==> src/hrc_pkg.sv <==
// ----------------------------------------------------------------------------
// hrc_pkg
// Shared constants, types and arithmetic helpers of the HSV/RGB converter.
// ----------------------------------------------------------------------------
package hrc_pkg;

    localparam int CHANNEL_BITS = 16;
    localparam logic [CHANNEL_BITS-1:0] FS = '1;

    localparam logic MODE_HSV2RGB = 1'b0;
    localparam logic MODE_RGB2HSV = 1'b1;

    localparam logic [1:0] MAX_RED   = 2'd0;
    localparam logic [1:0] MAX_GREEN = 2'd1;
    localparam logic [1:0] MAX_BLUE  = 2'd2;

    // divider: quotient bits, denominator bits, numerator bits
    localparam int DIV_QW = 17;
    localparam int DIV_DW = 19;
    localparam int DIV_NW = DIV_DW + DIV_QW - 1;

    localparam int LATENCY  = 20;
    localparam int HSV_DLY  = 15;
    localparam int SIDE_DLY = 18;

    typedef struct packed {
        logic        mode;
        logic [15:0] alpha;
        logic [15:0] mx;
        logic        grey;
    } t_side;

    typedef struct packed {
        logic [15:0] r;
        logic [15:0] g;
        logic [15:0] b;
    } t_rgb;

    // (x + FS/2) / FS, x below 2^33
    function automatic logic [15:0] mul_fs(input logic [32:0] x);
        logic [33:0] y;
        logic [17:0] q0;
        logic [18:0] t;
        logic [18:0] q;
        y  = {1'b0, x} + 34'd32767;
        q0 = y[33:16];
        t  = {1'b0, q0} + {3'b0, y[15:0]};
        q  = {1'b0, q0} + {18'b0, (t >= 19'd65535)} + {18'b0, (t >= 19'd131070)};
        return q[15:0];
    endfunction

endpackage

==> src/hrc_div.sv <==
// ----------------------------------------------------------------------------
// hrc_div
// Pipelined restoring divider, one quotient bit per stage, fixed latency.
// ----------------------------------------------------------------------------
module hrc_div (
    input  logic                          i_clk,
    input  logic [hrc_pkg::DIV_NW-1:0]    i_num,
    input  logic [hrc_pkg::DIV_DW-1:0]    i_den,
    output logic [hrc_pkg::DIV_QW-1:0]    o_quo
);

    localparam int QW = hrc_pkg::DIV_QW;
    localparam int DW = hrc_pkg::DIV_DW;
    localparam int NW = hrc_pkg::DIV_NW;

    logic [NW-1:0] r_rem [0:QW-1];
    logic [DW-1:0] r_den [0:QW-1];
    logic [QW-1:0] r_quo [0:QW-1];
    logic [NW-1:0] n_rem [0:QW-1];
    logic [QW-1:0] n_quo [0:QW-1];

    always_comb begin
        logic [NW-1:0] s_rem;
        logic [DW-1:0] s_den;
        logic [QW-1:0] s_quo;
        logic [NW-1:0] dsh;
        for (int j = 0; j < QW; j++) begin
            if (j == 0) begin
                s_rem = i_num;
                s_den = i_den;
                s_quo = '0;
            end else begin
                s_rem = r_rem[j-1];
                s_den = r_den[j-1];
                s_quo = r_quo[j-1];
            end
            dsh = {{(QW-1){1'b0}}, s_den} << (QW-1-j);
            if (s_rem >= dsh) begin
                n_rem[j] = s_rem - dsh;
                n_quo[j] = s_quo | (QW'(1) << (QW-1-j));
            end else begin
                n_rem[j] = s_rem;
                n_quo[j] = s_quo;
            end
        end
    end

    always_ff @(posedge i_clk) begin
        r_den[0] <= i_den;
        for (int j = 1; j < QW; j++) begin
            r_den[j] <= r_den[j-1];
        end
        for (int j = 0; j < QW; j++) begin
            r_rem[j] <= n_rem[j];
            r_quo[j] <= n_quo[j];
        end
    end

    assign o_quo = r_quo[QW-1];

endmodule

==> config.mk <==
export PLATFORM = sky130hd
export DESIGN_NAME = hrc_div
export DESIGN_NICKNAME = d
export VERILOG_FILES = /design/src/hrc_pkg.sv /design/src/hrc_div.sv
export SDC_FILE = /design/constraint.sdc
export NUM_CORES = 2
export LEC_CHECK = 0
export BUFFER_PORTS_ARGS = -buffer_cell sky130_fd_sc_hd__buf_2
export CORE_UTILIZATION = 30
export DETAILED_ROUTE_END_ITERATION = 8
export PLACE_DENSITY = 0.54
export SYNTH_ARGS = -nofsm -noshare
export SYNTH_HDL_FRONTEND = slang
export SYNTH_SLANG_ARGS = --single-unit
==> constraint.sdc <==
create_clock -name i_clk -period 6.4 [get_ports i_clk]
set_clock_uncertainty 0.2 [all_clocks]
set_input_delay 0.64 -clock i_clk [delete_from_list [all_inputs] [get_ports i_clk]]
set_output_delay 0.64 -clock i_clk [all_outputs]
set_load 0.01 [all_outputs]
Word-level counts from Yosys, hierarchy flattened. Memories as Yosys holds them, arrays and structs flattened. Cells that the tools add are included.

RAM bits: 1207. Memory bits (read-only): 0. Latch bits: 0. Input bits: 55. Bits in registers: 0. Memories kept: 3. Output and inout bits: 17.

Add/sub/neg operators: 17. Reductions and logical operators: 0. Equal/unequal tests: 0. Bitwise operators: 0. Shift operators: 0. $lt $le $gt $ge: 17. Muxes and demuxes: 34. Div/mod/pow operators: 0. Multiply operators: 0.

Memories: r_rem (depth 17, bits a word 35, read ports 16, clocked after memory_dff 0, write ports 17, line hrc_div.sv:16) `logic [NW-1:0] r_rem [0:QW-1];`; r_den (depth 17, bits a word 19, read ports 16, clocked after memory_dff 0, write ports 17, line hrc_div.sv:17) `logic [DW-1:0] r_den [0:QW-1];`; r_quo (depth 17, bits a word 17, read ports 17, clocked after memory_dff 0, write ports 17, line hrc_div.sv:18) `logic [QW-1:0] r_quo [0:QW-1];`.

Operator list (number): 2-to-1 mux 35 bit (17); greater-or-equal comparator 35 x 19 -> 1 bit (1); greater-or-equal comparator 35 x 20 -> 1 bit (1); greater-or-equal comparator 35 x 21 -> 1 bit (1); greater-or-equal comparator 35 x 22 -> 1 bit (1); greater-or-equal comparator 35 x 23 -> 1 bit (1); greater-or-equal comparator 35 x 24 -> 1 bit (1); greater-or-equal comparator 35 x 25 -> 1 bit (1); greater-or-equal comparator 35 x 26 -> 1 bit (1); greater-or-equal comparator 35 x 27 -> 1 bit (1); greater-or-equal comparator 35 x 28 -> 1 bit (1); greater-or-equal comparator 35 x 29 -> 1 bit (1); greater-or-equal comparator 35 x 30 -> 1 bit (1); greater-or-equal comparator 35 x 31 -> 1 bit (1); greater-or-equal comparator 35 x 32 -> 1 bit (1); greater-or-equal comparator 35 x 33 -> 1 bit (1); greater-or-equal comparator 35 x 34 -> 1 bit (1); greater-or-equal comparator 35 bit (1); subtractor 35 x 19 -> 35 bit (1); subtractor 35 x 20 -> 35 bit (1); subtractor 35 x 21 -> 35 bit (1); subtractor 35 x 22 -> 35 bit (1); subtractor 35 x 23 -> 35 bit (1); subtractor 35 x 24 -> 35 bit (1); other kinds (28) (28).

Logic depth before layout (Yosys ltp).
Word-level depth: 2. Mapped depth: 14. Mapped depth without buffers: 13.

Worst setup path before layout. OpenSTA, ideal clock, no wires.

Kind: input-to-reg. From: input port i_den[8] (netlist name). To: memory r_rem[0][27] (netlist name). Data arrival time: 2.942 ns. Path slack: 3.137 ns. Cell stages on the path: 12. Cells stage by stage: inv_1 > ha_1 > a21o_1 > a311oi_1 > o21bai_1 > a21o_1 > a221o_1 > a21oi_1 > o21ai_0 > a21oi_1 > buf_2 > mux2_2.

RTL lines: start: declaration (line hrc_div.sv:8) `input logic [hrc_pkg::DIV_DW-1:0] i_den,`; end: declaration (line hrc_div.sv:16).

==> impl_metrics.csv <==
group,metric,value,unit
outcome,status,"finished, final reports clean",
yosys,synth_area,42230,um2
timing,period_share,0.6302,
setup_path,slowest_delay,720,ps
clock_tree,post_cts_buffers,0,
yosys,ys_types,82,
timing,fmax,247.9,MHz
global_route,grt.overflow.total,0,
drt,num_vias,29830,
global_route,grtUsageTotal,0.1284,
clock_tree,htree_levels,3,
setup_path,r2r_end,"r_rem[0][224]",
setup_path,worstPathArrival,4450,ps
power_and_ir_drop,seqPwrFrac,0.368,
flow_run,maxCapViolations,0,
final_layout,syn_to_final_growth,16.26,%
drt,drt_iter0_markers,1202,
timing,tns,0,ps
setup_path,crit_chain,"inv_1, ha_1, nor2b_1, o31ai_1, a21oi_1, a21oi_1, o21ai_0, a32oi_1, o31a_1, buf_4, mux2_2",
yosys,async_flop_share,0,
yosys,synth_edf_count,0,
timing,period_needed,4033,ps
global_route,antenna_found_initial,0,
power_and_ir_drop,power_switching,8.894,mW
floorplan,die_w,377.2,um
power_and_ir_drop,p_total,25.16,mW
clock_tree,cts-resized-gates,0,
setup_path,crit_type,"reg -> reg",
yosys,yosys.area.top_type_share,0.4821,
yosys,synth_common_cells,"dfxtp_1, inv_1, nand2_1",
setup_path,ff2ff_setup_slack,2370,ps
setup_path,reg2reg_depth,11,
final_layout,register_area,20360,um2
final_layout,n_fill_cell,14190,
yosys,synth_area_leaders,"dfxtp_1, ha_1, inv_1",
clock_tree,cts_buffers,105,
setup_path,reg2reg_from,"r_den[0][96]",
power_and_ir_drop,p_leak,21.53,nW
placement,port_buffers,71,
global_route,grt_first_pass_wirelength,149100,um
final_layout,multi_input_area,20020,um2
timing,setup_viol,0,
yosys,ys_seq_area_frac,0.4821,
hold_path,holdPathStages,0,
placement,dp_hpwl,70480,um
timing,drv_slew,0,
setup_path,cp.required,6820,ps
power_and_ir_drop,p_comb_frac,0.377,
timing,finalHoldViolCount,0,
global_route,grt_pass1_vias,30360,
yosys,avgSynthCellArea,9.588,um2
timing,rsz0062_at_grt,"no",
yosys,yosysWarnings,0,
yosys,ys_ff_latch,1017,
floorplan,core_area,139500,um2
clock_tree,clock_latency,730,ps
power_and_ir_drop,intPower,16.27,mW
setup_path,critical_path_depth,11,
drt,routed_wirelength,90920,um
setup_path,start_kind,"register",
clock_tree,holdBufCountCts,54,
floorplan,dieArea,142300,um2
drt,vias_per_cell,4.564,
timing,worst_pin_slew,1366,ps
global_route,grt_max_degree,42,
clock_tree,path_clk_slew,70,ps
clock_tree,cts_tree,"done",
drt,drc,0,
power_and_ir_drop,peakVddDrop,271.1,uV
yosys,syn-num-nets,4798,
setup_path,cpMostUsedCell,"a21oi_1",
power_and_ir_drop,pwr-share-clk,0.255,
yosys,post-synth-top-count-cell,"dfxtp_1",
clock_tree,cts-root-buf,"clkbuf_16",
clock_tree,numClockSinks,1017,
final_layout,drive_gt1_frac,0.08326,
setup_path,crit_path_end,"r_rem[0][224]",
setup_path,cp_slowest_cell,"o31a_1",
setup_path,startpoint,"r_den[0][96]",
timing,relSlewSlack,0.07676,
final_layout,final_util,0.3518,
hold_path,min-delay-path-class,"reg -> reg",
placement,place_area,44790,um2
final_layout,final_nets,4965,
drt,wire_per_inst,13.91,um
floorplan,pin_count,72,
setup_path,worstPathMaxFanout,28,
final_layout,fin_area,49090,um2
drt,drt.antenna.violating_nets,0,
setup_path,cp_num_buf_inv,2,
power_and_ir_drop,pwr_density_cell,512.6,nW/um2
setup_path,worstSetupEndpointType,"register",
placement,dp_slack,2365,ps
drt,dr.pass1.iters,6,
yosys,syn_inst,4404,
clock_tree,clock_path_buffers,3,
yosys,synth_area_leader_cell,"dfxtp_1",
yosys,synth_ff_type,"dfxtp_1",
floorplan,rows,137,
floorplan,die_h,377.2,um
floorplan,floorplan.initialDensity,0.3026,
placement,gp_congestion,0.8694,
setup_path,cp_top_family,"compound AO/OA/AOI/OAI gates",
timing,fin_ws,2367,ps
power_and_ir_drop,sw_frac_of_total,0.3534,
==> power groups by stage <==
stage	Sequential (mW)	Combinational (mW)	Clock [mW]
2_1_floorplan	8.99	7.61	0
3_3_place_gp	9.40	9.34	0
3_5_place_dp	9.40	9.43	0
4_1_cts	9.27	9.51	6.64
5_1_grt	9.46	10.7	6.91
6_report	9.26	9.48	6.43
==> cell type report <==
cell class / count / share of cell area
Multi-Input combinational cell: 2882 / 0.4077
Clock buffer: 138 / 0.06033
Tap cell: 1876 / 0.04781
Sequential cell: 1017 / 0.4147
Inverter: 425 / 0.03250
Clock inverter: 58 / 0.01634
Antenna cell: 1 / 0.00005097
Timing Repair Buffer: 140 / 0.02054
==> placed cells by master, fill, tap and decap left out, types with 43 or more instances in the layout <==
cell / n
nor3_1: 94
ha_1: 323
buf_2: 71
dfxtp_1: 1017
mux2_2: 60
clkbuf_16: 105
o21a_1: 45
xnor2_1: 169
dlygate4sd3_1: 54
xor2_1: 173
nor4_1: 66
inv_1: 425
a21o_1: 124
a21oi_1: 307
nand2_1: 338
nand3_1: 78
nor2b_1: 43
nor2_1: 226
nand2b_1: 53
o21ai_0: 297
==> metal layers <==
metal | track usage | routed length [um] | vias to the layer above
met5 | 0 | 0 | -
met4 | 0.07056 | 4958 | 0
met3 | 0.02288 | 2580 | 227
met2 | 0.2416 | 46040 | 458
met1 | 0.1335 | 37350 | 13600
li1 | - | - | 15550
==> cell families after synthesis <==
kind of cell | Yosys count | synth area share
AO/OA/AOI/OAI | 1018 | 0.1489
XOR/XNOR | 342 | 0.07094
adder cells (fa/ha/maj) | 339 | 0.1033
buffers and inverters | 505 | 0.04539
flip-flops | 1017 | 0.4821
multiplexers | 71 | 0.01861
AND/OR/NAND/NOR | 1112 | 0.1308
==> through the flow <==
stage / instances / hold WS [ps]
2_1_floorplan: 4404 / 109.6
3_3_place_gp: 6286 / 109.5
3_5_place_dp: 6286 / 112.1
4_1_cts: 6536 / 51.38
5_1_grt: 6536 / 70.22
6_report: 6537 / 62.31
==> how the worst min path moves through the flow <==
| stage | from | slack [ps] | to |
|---|---|---|---|
| 2_1_floorplan | r_quo[0][83] | 110 | r_quo[0][100] |
| 3_3_place_gp | r_quo[0][164] | 110 | r_quo[0][181] |
| 3_5_place_dp | r_quo[0][135] | 110 | r_quo[0][152] |
| 4_1_cts | r_quo[0][211] | 50 | r_quo[0][228] |
| 5_1_grt | r_quo[0][211] | 70 | r_quo[0][228] |
| 6_report | r_quo[0][211] | 60 | r_quo[0][228] |
==> registers in the layout, indices dropped and copies added, names as in the netlist <==
register	cells
r_quo	153
r_rem	560
r_den	304
==> worst reg2reg max path, cell delays in order (launching register included) <==
cell and delay (ps):
dfxtp_1 380, inv_1 60, ha_1 280, nor2b_1 140
o31ai_1 370, a21oi_1 200, a21oi_1 290, o21ai_0 290
a32oi_1 320, o31a_1 720, buf_4 320, mux2_2 350
No activity file was read; power rests on OpenSTA's default activity.
